$ cat src/hdl/bsfi_pkg.sv
// Shared types, constants and opcode tables for the byte stream fault injector.
`default_nettype none
package bsfi_pkg;

  localparam int POS_BITS_DEF  = 30;
  localparam int DRAW_BITS_DEF = 15;

  localparam int TGT_W      = 31;
  localparam int RANGE_W    = 32;
  localparam int CFG_IDX_W  = 3;
  localparam int CFG_DATA_W = 31;

  localparam logic [TGT_W-1:0] TGT_MAX = {TGT_W{1'b1}};

  // register indexes
  localparam logic [CFG_IDX_W-1:0] REG_START_OFFSET = 3'd0;
  localparam logic [CFG_IDX_W-1:0] REG_END_OFFSET   = 3'd1;
  localparam logic [CFG_IDX_W-1:0] REG_STRIDE_MIN   = 3'd2;
  localparam logic [CFG_IDX_W-1:0] REG_STRIDE_MAX   = 3'd3;
  localparam logic [CFG_IDX_W-1:0] REG_MODE_FLAGS   = 3'd4;
  localparam logic [CFG_IDX_W-1:0] REG_ADD_AMOUNT   = 3'd5;
  localparam logic [CFG_IDX_W-1:0] REG_SHIFT_AMOUNT = 3'd6;
  localparam logic [CFG_IDX_W-1:0] REG_REPLACE_PAIR = 3'd7;

  // mode flag bit positions
  localparam int MODE_RANDOM  = 0;
  localparam int MODE_REPLACE = 1;
  localparam int MODE_ADD     = 2;
  localparam int MODE_SHIFT   = 3;
  localparam int MODE_PROTECT = 4;

  typedef struct packed {
    logic [4:0]        mode_flags;
    logic signed [8:0] add_amount;
    logic signed [4:0] shift_amount;
    logic [15:0]       replace_pair;
  } bsfi_mode_t;

  typedef struct packed {
    logic [1:0] history_count;
    logic [7:0] prev_out_one;
    logic [7:0] prev_out_two;
  } bsfi_hist_t;

  typedef struct packed {
    logic [7:0] out_byte;
    logic       was_protected;
  } bsfi_result_t;

  function automatic logic in_first_list(input logic [7:0] b);
    return (b == 8'h20) || (b == 8'h4C) || (b == 8'h6C);
  endfunction

  function automatic logic in_second_list(input logic [7:0] b);
    logic hit;
    unique case (b)
      8'h10, 8'h20, 8'h30, 8'h4C, 8'h50, 8'h6C,
      8'h70, 8'h90, 8'hB0, 8'hD0, 8'hF0: hit = 1'b1;
      default: hit = 1'b0;
    endcase
    return hit;
  endfunction

  function automatic logic in_third_list(input logic [7:0] b);
    logic hit;
    unique case (b)
      8'h00, 8'h08, 8'h10, 8'h20, 8'h28, 8'h30, 8'h40, 8'h48, 8'h4C, 8'h50,
      8'h60, 8'h68, 8'h6C, 8'h70, 8'h78, 8'h90, 8'hB0, 8'hD0, 8'hF0: hit = 1'b1;
      default: hit = 1'b0;
    endcase
    return hit;
  endfunction

  function automatic logic is_halt(input logic [7:0] b);
    logic hit;
    unique case (b)
      8'h00, 8'h02, 8'h08, 8'h12, 8'h22, 8'h28, 8'h32, 8'h42, 8'h48,
      8'h52, 8'h62, 8'h68, 8'h72, 8'h78, 8'h92, 8'hB2, 8'hD2, 8'hF2: hit = 1'b1;
      default: hit = 1'b0;
    endcase
    return hit;
  endfunction

  // negative amounts shift right; magnitude of eight or more clears the byte
  function automatic logic [7:0] shift_by_amount(input logic [7:0] b, input logic [4:0] raw);
    logic [4:0] mag;
    logic [7:0] res;
    mag = 5'(5'd0 - raw);
    if (raw[4]) begin
      res = (mag >= 5'd8) ? 8'd0 : (b >> mag[2:0]);
    end else begin
      res = (raw >= 5'd8) ? 8'd0 : (b << raw[2:0]);
    end
    return res;
  endfunction

endpackage
`default_nettype wire

$ cat src/hdl/bsfi_if.sv
// Request channel interfaces: input byte stream and corrupted output stream.
`default_nettype none
interface bsfi_in_if #(
  parameter int DRAW_BITS = bsfi_pkg::DRAW_BITS_DEF
);
  logic                 valid;
  logic                 ready;
  logic [7:0]           data_byte;
  logic [DRAW_BITS-1:0] rand_draw;
  logic [7:0]           rand_byte;
  logic                 first_of_stream;

  modport source (output valid, data_byte, rand_draw, rand_byte, first_of_stream,
                  input ready);
  modport sink   (input valid, data_byte, rand_draw, rand_byte, first_of_stream,
                  output ready);
endinterface

interface bsfi_out_if;
  logic       valid;
  logic       ready;
  logic [7:0] out_byte;
  logic       was_target;
  logic       was_protected;

  modport source (output valid, out_byte, was_target, was_protected, input ready);
  modport sink   (input valid, out_byte, was_target, was_protected, output ready);
endinterface
`default_nettype wire

$ cat src/hdl/bsfi_mod_unit.sv
// Serial restoring remainder unit: one dividend bit per cycle.
`default_nettype none
module bsfi_mod_unit #(
  parameter int DRAW_BITS = bsfi_pkg::DRAW_BITS_DEF
) (
  input  wire logic                         clk,
  input  wire logic                         rst,
  input  wire logic                         start,
  input  wire logic [DRAW_BITS-1:0]         dividend,
  input  wire logic [bsfi_pkg::RANGE_W-1:0] divisor,
  output logic                              done,
  output logic [bsfi_pkg::RANGE_W-1:0]      rem
);
  import bsfi_pkg::*;

  localparam int CNT_W = $clog2(DRAW_BITS + 1);

  logic                 busy;
  logic [CNT_W-1:0]     count;
  logic [DRAW_BITS-1:0] dvd;
  logic [RANGE_W-1:0]   dsr;
  logic [RANGE_W-1:0]   trial;
  logic                 fits;

  // remainder stays below divisor, which is below 2^31
  assign trial = {rem[RANGE_W-2:0], dvd[DRAW_BITS-1]};
  assign fits  = (trial >= dsr);

  always_ff @(posedge clk) begin
    if (rst) begin
      busy  <= 1'b0;
      done  <= 1'b0;
      count <= '0;
    end else begin
      done <= 1'b0;
      if (start) begin
        busy  <= 1'b1;
        count <= CNT_W'(DRAW_BITS);
      end else if (busy) begin
        count <= count - 1'b1;
        if (count == CNT_W'(1)) begin
          busy <= 1'b0;
          done <= 1'b1;
        end
      end
    end
  end

  always_ff @(posedge clk) begin
    if (start) begin
      dvd <= dividend;
      dsr <= divisor;
      rem <= '0;
    end else if (busy) begin
      dvd <= {dvd[DRAW_BITS-2:0], 1'b0};
      rem <= fits ? (trial - dsr) : trial;
    end
  end

endmodule
`default_nettype wire

$ cat src/hdl/bsfi_corrupt.sv
// Byte corruption: protection check, random/replace/add/shift and halt fix-up.
`default_nettype none
module bsfi_corrupt (
  input  wire logic                   is_target,
  input  wire logic [7:0]             data_byte,
  input  wire logic [7:0]             rand_byte,
  input  wire bsfi_pkg::bsfi_mode_t   mode,
  input  wire bsfi_pkg::bsfi_hist_t   hist,
  output bsfi_pkg::bsfi_result_t      res
);
  import bsfi_pkg::*;

  logic       guard;
  logic       prot;
  logic       swap;
  logic [7:0] added;
  logic [7:0] shifted;
  logic [7:0] changed;

  assign guard = mode.mode_flags[MODE_PROTECT];

  // jump/branch pattern over the current byte and up to two earlier outputs
  assign prot = guard && in_third_list(data_byte)
             && ((hist.history_count == 2'd0) || in_second_list(hist.prev_out_one))
             && ((hist.history_count <= 2'd1) || in_first_list(hist.prev_out_two));

  assign swap    = mode.mode_flags[MODE_REPLACE] && (data_byte == mode.replace_pair[15:8]);
  assign added   = mode.mode_flags[MODE_ADD] ? (data_byte + mode.add_amount[7:0]) : data_byte;
  assign shifted = mode.mode_flags[MODE_SHIFT] ? shift_by_amount(added, mode.shift_amount)
                                               : added;

  always_comb begin
    priority if (mode.mode_flags[MODE_RANDOM]) begin
      changed = rand_byte;
    end else if (swap) begin
      changed = mode.replace_pair[7:0];
    end else begin
      changed = shifted;
    end
    if (guard && is_halt(changed)) begin
      changed = changed + 8'd1;
    end
  end

  always_comb begin
    res.out_byte      = data_byte;
    res.was_protected = 1'b0;
    if (is_target) begin
      if (prot) begin
        res.was_protected = 1'b1;
      end else begin
        res.out_byte = changed;
      end
    end
  end

endmodule
`default_nettype wire

$ cat src/hdl/byte_stream_fault_injector_unit.sv
// Top level of the byte stream fault injector.
// Takes one byte request at a time and returns one result per byte. A byte that
// is not a corruption target leaves the block free for the next byte; a target
// byte also computes its next target offset, which holds the block off until
// the stride remainder rand_draw mod (stride_max - lo + 1), lo being stride_min
// or one if it is zero, is formed in a serial restoring unit, one draw bit per
// cycle. The result sits in a single output register; while it waits there the
// next byte is held off until the result is taken. Configuration writes take
// effect at once and are meant for idle periods. No clearing pass after reset.
`default_nettype none
module byte_stream_fault_injector_unit #(
  parameter int POS_BITS  = bsfi_pkg::POS_BITS_DEF,
  parameter int DRAW_BITS = bsfi_pkg::DRAW_BITS_DEF
) (
  input  wire logic                            clk,
  input  wire logic                            rst,
  input  wire logic                            cfg_we,
  input  wire logic [bsfi_pkg::CFG_IDX_W-1:0]  cfg_index,
  input  wire logic [bsfi_pkg::CFG_DATA_W-1:0] cfg_data,
  bsfi_in_if.sink                              din,
  bsfi_out_if.source                           dout
);
  import bsfi_pkg::*;

  localparam logic ST_IDLE = 1'b0;
  localparam logic ST_DIV  = 1'b1;

  // configuration
  logic [TGT_W-1:0] start_offset;
  logic [TGT_W-1:0] end_offset;
  logic [TGT_W-1:0] stride_min;
  logic [TGT_W-1:0] stride_max;
  bsfi_mode_t       mode;

  // stream state
  logic                state;
  logic [POS_BITS-1:0] position;
  logic [TGT_W-1:0]    next_target;
  bsfi_hist_t          hist;
  logic                restart_pending;
  logic [RANGE_W-1:0]  base;

  // output register
  logic         out_valid;
  bsfi_result_t out_res;
  logic         out_tgt;

  logic                accept;
  logic                restart;
  logic [POS_BITS-1:0] pos_eff;
  logic [TGT_W-1:0]    tgt_eff;
  bsfi_hist_t          hist_eff;
  logic [RANGE_W-1:0]  pos_ext;
  logic                is_target;
  bsfi_result_t        res;
  logic [TGT_W-1:0]    lo;
  logic                degenerate;
  logic [RANGE_W-1:0]  divisor;
  logic [DRAW_BITS-1:0] dividend;
  logic                div_done;
  logic [RANGE_W-1:0]  rem;
  logic [RANGE_W:0]    sum;
  logic [TGT_W-1:0]    target_next;

  assign din.ready = (state == ST_IDLE) && (!out_valid || dout.ready);
  assign accept    = din.valid && din.ready;

  assign restart  = din.first_of_stream || restart_pending;
  assign pos_eff  = restart ? '0 : position;
  assign tgt_eff  = restart ? start_offset : next_target;
  assign hist_eff = restart ? '0 : hist;
  assign pos_ext  = RANGE_W'(pos_eff);

  assign is_target = (pos_ext == {1'b0, tgt_eff}) && (pos_ext < {1'b0, end_offset});

  bsfi_corrupt u_corrupt (
    .is_target (is_target),
    .data_byte (din.data_byte),
    .rand_byte (din.rand_byte),
    .mode      (mode),
    .hist      (hist_eff),
    .res       (res)
  );

  // stride_max below the effective minimum gives a fixed stride of the minimum
  assign lo         = (stride_min == '0) ? TGT_W'(1) : stride_min;
  assign degenerate = (stride_max < lo);
  assign divisor    = degenerate ? RANGE_W'(1)
                                 : ({1'b0, stride_max} - {1'b0, lo} + RANGE_W'(1));
  assign dividend   = degenerate ? '0 : din.rand_draw;

  bsfi_mod_unit #(
    .DRAW_BITS (DRAW_BITS)
  ) u_mod (
    .clk      (clk),
    .rst      (rst),
    .start    (accept && is_target),
    .dividend (dividend),
    .divisor  (divisor),
    .done     (div_done),
    .rem      (rem)
  );

  assign sum         = {1'b0, base} + {1'b0, rem};
  assign target_next = (sum > (RANGE_W + 1)'(TGT_MAX)) ? TGT_MAX : sum[TGT_W-1:0];

  always_ff @(posedge clk) begin
    if (rst) begin
      start_offset      <= '0;
      end_offset        <= '0;
      stride_min        <= TGT_W'(1);
      stride_max        <= TGT_W'(1);
      mode.mode_flags   <= '0;
      mode.add_amount   <= '0;
      mode.shift_amount <= '0;
      mode.replace_pair <= '0;
    end else if (cfg_we) begin
      unique case (cfg_index)
        REG_START_OFFSET: start_offset      <= cfg_data[TGT_W-1:0];
        REG_END_OFFSET:   end_offset        <= cfg_data[TGT_W-1:0];
        REG_STRIDE_MIN:   stride_min        <= cfg_data[TGT_W-1:0];
        REG_STRIDE_MAX:   stride_max        <= cfg_data[TGT_W-1:0];
        REG_MODE_FLAGS:   mode.mode_flags   <= cfg_data[4:0];
        REG_ADD_AMOUNT:   mode.add_amount   <= cfg_data[8:0];
        REG_SHIFT_AMOUNT: mode.shift_amount <= cfg_data[4:0];
        REG_REPLACE_PAIR: mode.replace_pair <= cfg_data[15:0];
        default: ;
      endcase
    end
  end

  always_ff @(posedge clk) begin
    if (rst) begin
      state           <= ST_IDLE;
      restart_pending <= 1'b1;
      position        <= '0;
      next_target     <= '0;
      hist            <= '0;
      out_valid       <= 1'b0;
    end else begin
      if (accept) begin
        restart_pending        <= 1'b0;
        position               <= pos_eff + 1'b1;
        next_target            <= tgt_eff;
        hist.prev_out_one      <= res.out_byte;
        hist.prev_out_two      <= hist_eff.prev_out_one;
        hist.history_count     <= (hist_eff.history_count < 2'd2)
                                  ? hist_eff.history_count + 2'd1 : 2'd2;
        out_valid              <= 1'b1;
        if (is_target) begin
          state <= ST_DIV;
        end
      end else if (dout.ready) begin
        out_valid <= 1'b0;
      end
      if (state == ST_DIV && div_done) begin
        next_target <= target_next;
        state       <= ST_IDLE;
      end
    end
  end

  always_ff @(posedge clk) begin
    if (accept) begin
      out_res <= res;
      out_tgt <= is_target;
      base    <= {1'b0, tgt_eff} + {1'b0, lo};
    end
  end

  assign dout.valid         = out_valid;
  assign dout.out_byte      = out_res.out_byte;
  assign dout.was_target    = out_tgt;
  assign dout.was_protected = out_res.was_protected;

endmodule
`default_nettype wire

$ cat src/flat_wrapper.sv
// flat-port wrapper written by rule: the top's interface ports become plain ports
module byte_stream_fault_injector_unit_flat import bsfi_pkg::*;
#(
  parameter int POS_BITS  = bsfi_pkg::POS_BITS_DEF,
  parameter int DRAW_BITS = bsfi_pkg::DRAW_BITS_DEF
)
  (clk, rst, cfg_we, cfg_index, cfg_data, din_valid, din_data_byte, din_rand_draw, din_rand_byte, din_first_of_stream, din_ready, dout_valid, dout_out_byte, dout_was_target, dout_was_protected, dout_ready);
  bsfi_in_if #(.DRAW_BITS(DRAW_BITS)) din_i ();
  bsfi_out_if dout_i ();
  input  wire logic clk;
  input  wire logic rst;
  input  wire logic cfg_we;
  input  wire logic [bsfi_pkg::CFG_IDX_W-1:0] cfg_index;
  input  wire logic [bsfi_pkg::CFG_DATA_W-1:0] cfg_data;
  input wire logic [$bits(din_i.valid)-1:0] din_valid;
  input wire logic [$bits(din_i.data_byte)-1:0] din_data_byte;
  input wire logic [$bits(din_i.rand_draw)-1:0] din_rand_draw;
  input wire logic [$bits(din_i.rand_byte)-1:0] din_rand_byte;
  input wire logic [$bits(din_i.first_of_stream)-1:0] din_first_of_stream;
  output wire logic [$bits(din_i.ready)-1:0] din_ready;
  output wire logic [$bits(dout_i.valid)-1:0] dout_valid;
  output wire logic [$bits(dout_i.out_byte)-1:0] dout_out_byte;
  output wire logic [$bits(dout_i.was_target)-1:0] dout_was_target;
  output wire logic [$bits(dout_i.was_protected)-1:0] dout_was_protected;
  input wire logic [$bits(dout_i.ready)-1:0] dout_ready;
  assign din_i.valid = din_valid;
  assign din_i.data_byte = din_data_byte;
  assign din_i.rand_draw = din_rand_draw;
  assign din_i.rand_byte = din_rand_byte;
  assign din_i.first_of_stream = din_first_of_stream;
  assign din_ready = din_i.ready;
  assign dout_valid = dout_i.valid;
  assign dout_out_byte = dout_i.out_byte;
  assign dout_was_target = dout_i.was_target;
  assign dout_was_protected = dout_i.was_protected;
  assign dout_i.ready = dout_ready;
  byte_stream_fault_injector_unit #(.POS_BITS(POS_BITS), .DRAW_BITS(DRAW_BITS)) u_core (.clk(clk), .rst(rst), .cfg_we(cfg_we), .cfg_index(cfg_index), .cfg_data(cfg_data), .din(din_i), .dout(dout_i));
endmodule
$ cat config.mk
export PLATFORM = sky130hd
export DESIGN_NAME = byte_stream_fault_injector_unit_flat
export DESIGN_NICKNAME = d
export VERILOG_FILES = /design/src/hdl/bsfi_pkg.sv /design/src/hdl/bsfi_if.sv /design/src/hdl/bsfi_mod_unit.sv /design/src/hdl/bsfi_corrupt.sv /design/src/hdl/byte_stream_fault_injector_unit.sv /design/src/flat_wrapper.sv
export SDC_FILE = /design/constraint.sdc
export NUM_CORES = 1
export LEC_CHECK = 0
export ABC_AREA = 1
export CORE_MARGIN = 2
export CORE_UTILIZATION = 45
export CTS_BUF_LIST = sky130_fd_sc_hd__clkbuf_8
export DETAILED_ROUTE_END_ITERATION = 10
export DONT_BUFFER_PORTS = 1
export PLACE_DENSITY = 0.74
export SETUP_SLACK_MARGIN = 0.3
export SYNTH_ARGS = -nofsm -noshare
export SYNTH_HDL_FRONTEND = slang
export SYNTH_HIERARCHICAL = 1
export SYNTH_SLANG_ARGS = --single-unit
$ cat constraint.sdc
create_clock -name clk -period 4.6 [get_ports clk]
set_clock_uncertainty 0.2 [all_clocks]
set_input_delay 0.69 -clock clk [delete_from_list [all_inputs] [get_ports clk]]
set_output_delay 0.69 -clock clk [all_outputs]
set_load 0.005 [all_outputs]
==> results of run 1 <==
-- routing by layer --
layer	vias to the layer above	GRT usage	part of all wire
li1	14020	-	-
met1	12690	0.3479	0.43
met2	925	0.4619	0.46
met3	217	0.04476	0.064
met4	4	0.1277	0.048
met5	-	0	0.00026
-- worst paths after layout --
check / start / endpoint / depth (start not counted)
hold / removal: cfg_data[12] / u_core/end_offset[12] / 2
hold reg to reg: u_core/hist[7] / u_core/hist[7] / 2
setup / recovery: u_core/restart_pending / u_core/u_mod/dvd[14] / 15
setup reg to reg: u_core/restart_pending / u_core/u_mod/dvd[14] / 15
-- critical path: stages, from the launching register on --
cell	delay [ns]
dfxtp_1	0.34
nor2_4	0.40
buf_12	0.26
nand2_4	0.11
inv_1	0.07
ha_1	0.23
a21oi_1	0.17
o21a_1	0.14
nand2_1	0.08
nand2_1	0.07
nand2_1	0.05
a21oi_1	0.24
nand3_1	0.33
clkinvlp_4	0.19
nor2_1	0.06
inv_1	0.71
-- registers in the layout, indices dropped and copies added (netlist names), 4 cells and up --
name                  flops
u_core/u_mod/count        4
u_core/u_mod/rem         32
u_core/stride_max        31
u_core/u_mod/dvd         15
u_core/stride_min        31
u_core/base              32
u_core/dout.out_byte      8
u_core/hist              18
u_core/end_offset        31
u_core/position          30
u_core/mode              34
u_core/u_mod/dsr         32
u_core/start_offset      31
u_core/next_target       31
-- metrics by stage --
step	total power [mW]	utilization
finish	11.79	0.4956
global route	12.54	0.4954
CTS	11.78	0.4952
detailed placement	8.280	0.4665
global placement	8.249	0.4665
floorplan	7.152	-
-- placed cells by master (no fill, tap or decap), drive strengths merged, types with 5 or more instances in the layout --
cell type / count
xnor2: 26
ha: 202
or2: 11
nand3: 263
a31oi: 10
o21ai: 331
o31ai: 5
nor4: 18
diode: 6
clkbuf: 84
nor2: 532
o221ai: 5
o21bai: 33
nand2: 1151
and2: 8
a21o: 17
clkinv: 18
inv: 734
dfxtp: 278
a21boi: 6
o21a: 9
nand4: 48
edfxtp: 89
nand3b: 20
clkinvlp: 5
buf: 52
a21oi: 292
xor2: 66
fa: 19
dlygate4sd3: 31
nor3: 44
o211ai: 11
-- power by group --
| part | switching, mW | internal (mW) |
|---|---|---|
| combinational | 2.99 | 1.50 |
| sequential | 0.261 | 3.63 |
| clock | 1.56 | 1.85 |
| total | 4.81 | 6.98 |
-- what timing repair did --
action,CTS,global route
hold buffers,32,0
setup endpoints to repair,0,4
gates resized for setup,0,5
hold endpoints to repair,201,0
-- cell type report --
type / instances / area share
antenna: 6 / 0.0004820
clock buffer: 84 / 0.03712
clock inverter: 42 / 0.01004
inverter: 718 / 0.08684
multi-input combinational: 3147 / 0.5415
sequential: 367 / 0.2645
tap: 846 / 0.03398
timing repair buffer: 83 / 0.02555
==> impl_metrics.env, run 1 <==
export IMPL_numPortBuffers=0
export IMPL_area_delta_synth_final_pct=9.141
export IMPL_start_kind="flip-flop"
export IMPL_wirelength_um=92830
export IMPL_critPathKind="flip-flop to flip-flop"
export IMPL_gr_total_overflow=0
export IMPL_grt_max_degree=114
export IMPL_setup_slack_ns=0.5230
export IMPL_timing_final_hold_violations=0
export IMPL_avgSynthCellArea_um2=6.511
export IMPL_grt_pass1_vias=26040
export IMPL_cts_setup_buffers=0
export IMPL_drc_errors=0
export IMPL_clockBufferDepth=3
export IMPL_vias=27850
export IMPL_netlist_area_mm2=0.02854
export IMPL_synthesis_nets=4675
export IMPL_drt_iter0_markers=2290
export IMPL_final_max_slew_viol_count=0
export IMPL_whs_ns=0.02140
export IMPL_grt_use_total=0.2759
export IMPL_grt_pass1_wl_um=143000
export IMPL_worst_slew_pin_slew_ns=1.051
export IMPL_fmax_mhz=245.3
export IMPL_setup_tns_ns=0
export IMPL_die_height_um=255.8
export IMPL_vias_per_cell=5.262
export IMPL_required_ns=4.69
export IMPL_seqCellArea_mm2=0.008238
export IMPL_hpwl_um=71970
export IMPL_slew_headroom=0.2983
export IMPL_htreeDepth=3
export IMPL_final_area_mm2=0.03115
export IMPL_dieArea_mm2=0.06545
export IMPL_tritoncts="yes"
export IMPL_hold_path_class="primary input to flip-flop"
export IMPL_root_buffer="clkbuf_8"
export IMPL_antenna_found_initial=3
export IMPL_place_inst=5129
export IMPL_ios=83
export IMPL_arrival_ns=4.16
export IMPL_wl_per_cell_um=17.54
export IMPL_ant_nets=0
export IMPL_post_place_ws_ns=0.2780
export IMPL_first_pass_iters=6
export IMPL_multiInputGateArea_mm2=0.01687
export IMPL_min_period_ns=4.077
export IMPL_dieWidth_um=255.8
export IMPL_reg2reg_slack_ns=0.52
export IMPL_num_nets_final=4679
export IMPL_initial_core_util=0.4541
export IMPL_finalSetupViolations=0
export IMPL_cellPowerDensity_mw_per_mm2=378.4
export IMPL_place_area_mm2=0.02932
export IMPL_path_max_fanout=27
export IMPL_cts_buffers=70
export IMPL_clock_latency_ns=0.70
export IMPL_core_area_mm2=0.06285
export IMPL_drive_gt1_frac=0.07498
export IMPL_stdcell_count=5293
export IMPL_cts_num_sinks=367
export IMPL_leakage_nw=15.38
export IMPL_outcome="finished, final reports clean"
export IMPL_rsz0062_at_grt="false"
export IMPL_cap_violations=0
export IMPL_clkTransAtPathRegs_ns=0.06
export IMPL_finalCritPeriodShare=0.8863
export IMPL_ir_drop_mv=0.2111
export IMPL_synth_warnings=6
export IMPL_place_gp_congestion=0.9928
export IMPL_nFillCells=6418
export IMPL_rows=92
export IMPL_synth_cells=4383
export IMPL_endpoint_kind="flip-flop"
Note: power is estimated with default switching activity, not from simulation.
==> run 2, diff against run 1 <==
Settings changed: CAP_MARGIN from default to 0, PLACE_DENSITY 0.74 to 0.72.
Clock period 4.6 ns to 4.43 ns, I/O delays scaled along.
==> run 2 against run 1 <==
  * Via count down 0.20%
  * Worst hold slack better by 0.078 ns
  * First-iteration DRC count down 2.4%
  * Power up 5.4%
  * Clock-buffer cell count down 1
  * Critical path depth unchanged
  * Critical path type unchanged
==> impl_metrics.env, run 2 (synthesis results as in run 1) <==
export IMPL_outcome="finished, final reports clean"
export IMPL_dieWidth_um=255.8
export IMPL_required_ns=4.65
export IMPL_drive_gt1_frac=0.07481
export IMPL_numPortBuffers=0
export IMPL_endpoint_kind="flip-flop"
export IMPL_critPathKind="flip-flop to flip-flop"
export IMPL_hold_path_class="primary input to flip-flop"
export IMPL_tritoncts="yes"
export IMPL_cts_buffers=71
export IMPL_final_cell_mix="nand2_1 (1,099), inv_1 (708), nor2_1 (495), a21oi_1 (288), o21ai_0 (286)"
export IMPL_cts_num_sinks=367
export IMPL_timing_final_hold_violations=0
export IMPL_setup_slack_ns=0.3160
export IMPL_leakage_nw=15.39
export IMPL_ios=83
export IMPL_seqPwrFrac=0.326
export IMPL_final_core_util=0.4961
export IMPL_final_area_mm2=0.03118
export IMPL_internal_power_mw=7.393
export IMPL_grt_use_total=0.2744
export IMPL_vias=27800
export IMPL_start_kind="flip-flop"
export IMPL_min_period_ns=4.114
export IMPL_whs_ns=0.09930
export IMPL_initial_core_util=0.4541
export IMPL_post_place_ws_ns=-0.3831
export IMPL_power_total_mw=12.42
export IMPL_arrival_ns=4.34
export IMPL_antenna_found_initial=6
export IMPL_power_share_clock=0.299
export IMPL_gr_total_overflow=0
export IMPL_core_area_mm2=0.06285
export IMPL_clock_latency_ns=0.70
export IMPL_crit_path_top_delay_cell="nor4_4"
export IMPL_dieArea_mm2=0.06545
export IMPL_p_comb_frac=0.375
export IMPL_rows=92
export IMPL_wirelength_um=91600
export IMPL_max_stage_delay_ns=0.50
export IMPL_slew_headroom=0.3050
export IMPL_finalCritPeriodShare=0.9287
export IMPL_fmax_mhz=243.1
export IMPL_num_nets_final=4672
export IMPL_largest_reg_flops=34
export IMPL_p_sw_frac=0.4047
export IMPL_drt_iter0_markers=2234
export IMPL_stdcell_count=5290
export IMPL_wl_per_cell_um=17.32
export IMPL_reg2reg_slack_ns=0.32
export IMPL_drc_errors=0
export IMPL_root_buffer="clkbuf_8"
export IMPL_ant_nets=0
export IMPL_grt_max_degree=95
export IMPL_setup_tns_ns=0
export IMPL_path_cells="nor4_2, nand4_1, nor4_4, nor2_1, inv_1, ha_1, inv_1, fa_1, o21ai_2, a21boi_1, o21ai_2, a21oi_1, nand3b_1, nand3_1, nand2_1"
export IMPL_finalSetupViolations=0
export IMPL_hpwl_um=72100
export IMPL_cap_violations=0
export IMPL_place_inst=5120
export IMPL_path_max_fanout=4
export IMPL_final_max_slew_viol_count=0
export IMPL_htreeDepth=3
export IMPL_clockBufferDepth=3
export IMPL_place_area_mm2=0.02922
export IMPL_final_common_cell="nand2_1"
export IMPL_rsz0062_at_grt="true"
export IMPL_area_delta_synth_final_pct=9.255
export IMPL_p_switching_mw=5.027
export IMPL_cellPowerDensity_mw_per_mm2=398.3
export IMPL_grt_pass1_wl_um=143100
export IMPL_vias_per_cell=5.255
export IMPL_first_pass_iters=6
export IMPL_place_gp_congestion=1.024
export IMPL_worst_slew_pin_slew_ns=1.041
export IMPL_ir_drop_mv=0.2662
export IMPL_grt_pass1_vias=26420
export IMPL_clkTransAtPathRegs_ns=0.06
export IMPL_die_height_um=255.8
export IMPL_regMostFlops="u_core/mode"
run 2: critical path: cells and delay by family, from the launching register on:
kind	cells	cell delay [ns]
buffers and inverters	2	0.16
DFF	1	0.34
AOI/OAI and AO/OA	4	0.81
and+or+nand+nor	7	1.77
adders and majority gates	2	0.57
run 2: worst paths after layout:
path,start,end,cells after the start
worst max-delay path,u_core/stride_min[0],u_core/base[26],15
worst max register to register,u_core/stride_min[0],u_core/base[26],15
worst min-delay path,dout_ready,u_core/dout.valid,5
worst min register to register,u_core/hist[7],u_core/hist[7],2
run 2: cell type report:
cell class | count | area [um2]
diodes | 6 | 15.01
clock inverters | 48 | 414.1
clock buffers | 83 | 1142
repair buffers | 75 | 710.7
well taps | 846 | 1059
flip-flops and latches | 367 | 8238
inverters | 718 | 2701
fillers | 6462 | 31670
multi-input cells | 3147 | 16900
run 2: what timing repair did:
item	in CTS	in global routing
pin swaps	2	3
hold endpoints to repair	216	0
hold buffers	32	0
gates resized for setup	7	4
setup buffers	0	1
setup endpoints to repair	65	10
run 2: power by group through the flow:
stage,logic [mW],clock network [mW],registers [mW]
after global placement,4.48,0,4.10
after floorplan,3.45,0,3.97
after detailed placement,4.49,0,4.11
after CTS,4.60,3.79,4.04
after global routing,5.20,3.93,4.07
final,4.66,3.72,4.05
run 2: per-layer routing:
layer | share of wire | global-route usage | wire [um]
met5 | 0.00045 | 0 | 41
met4 | 0.049 | 0.1311 | 4471
met3 | 0.058 | 0.04031 | 5328
met2 | 0.45 | 0.4579 | 41640
met1 | 0.44 | 0.3480 | 40110
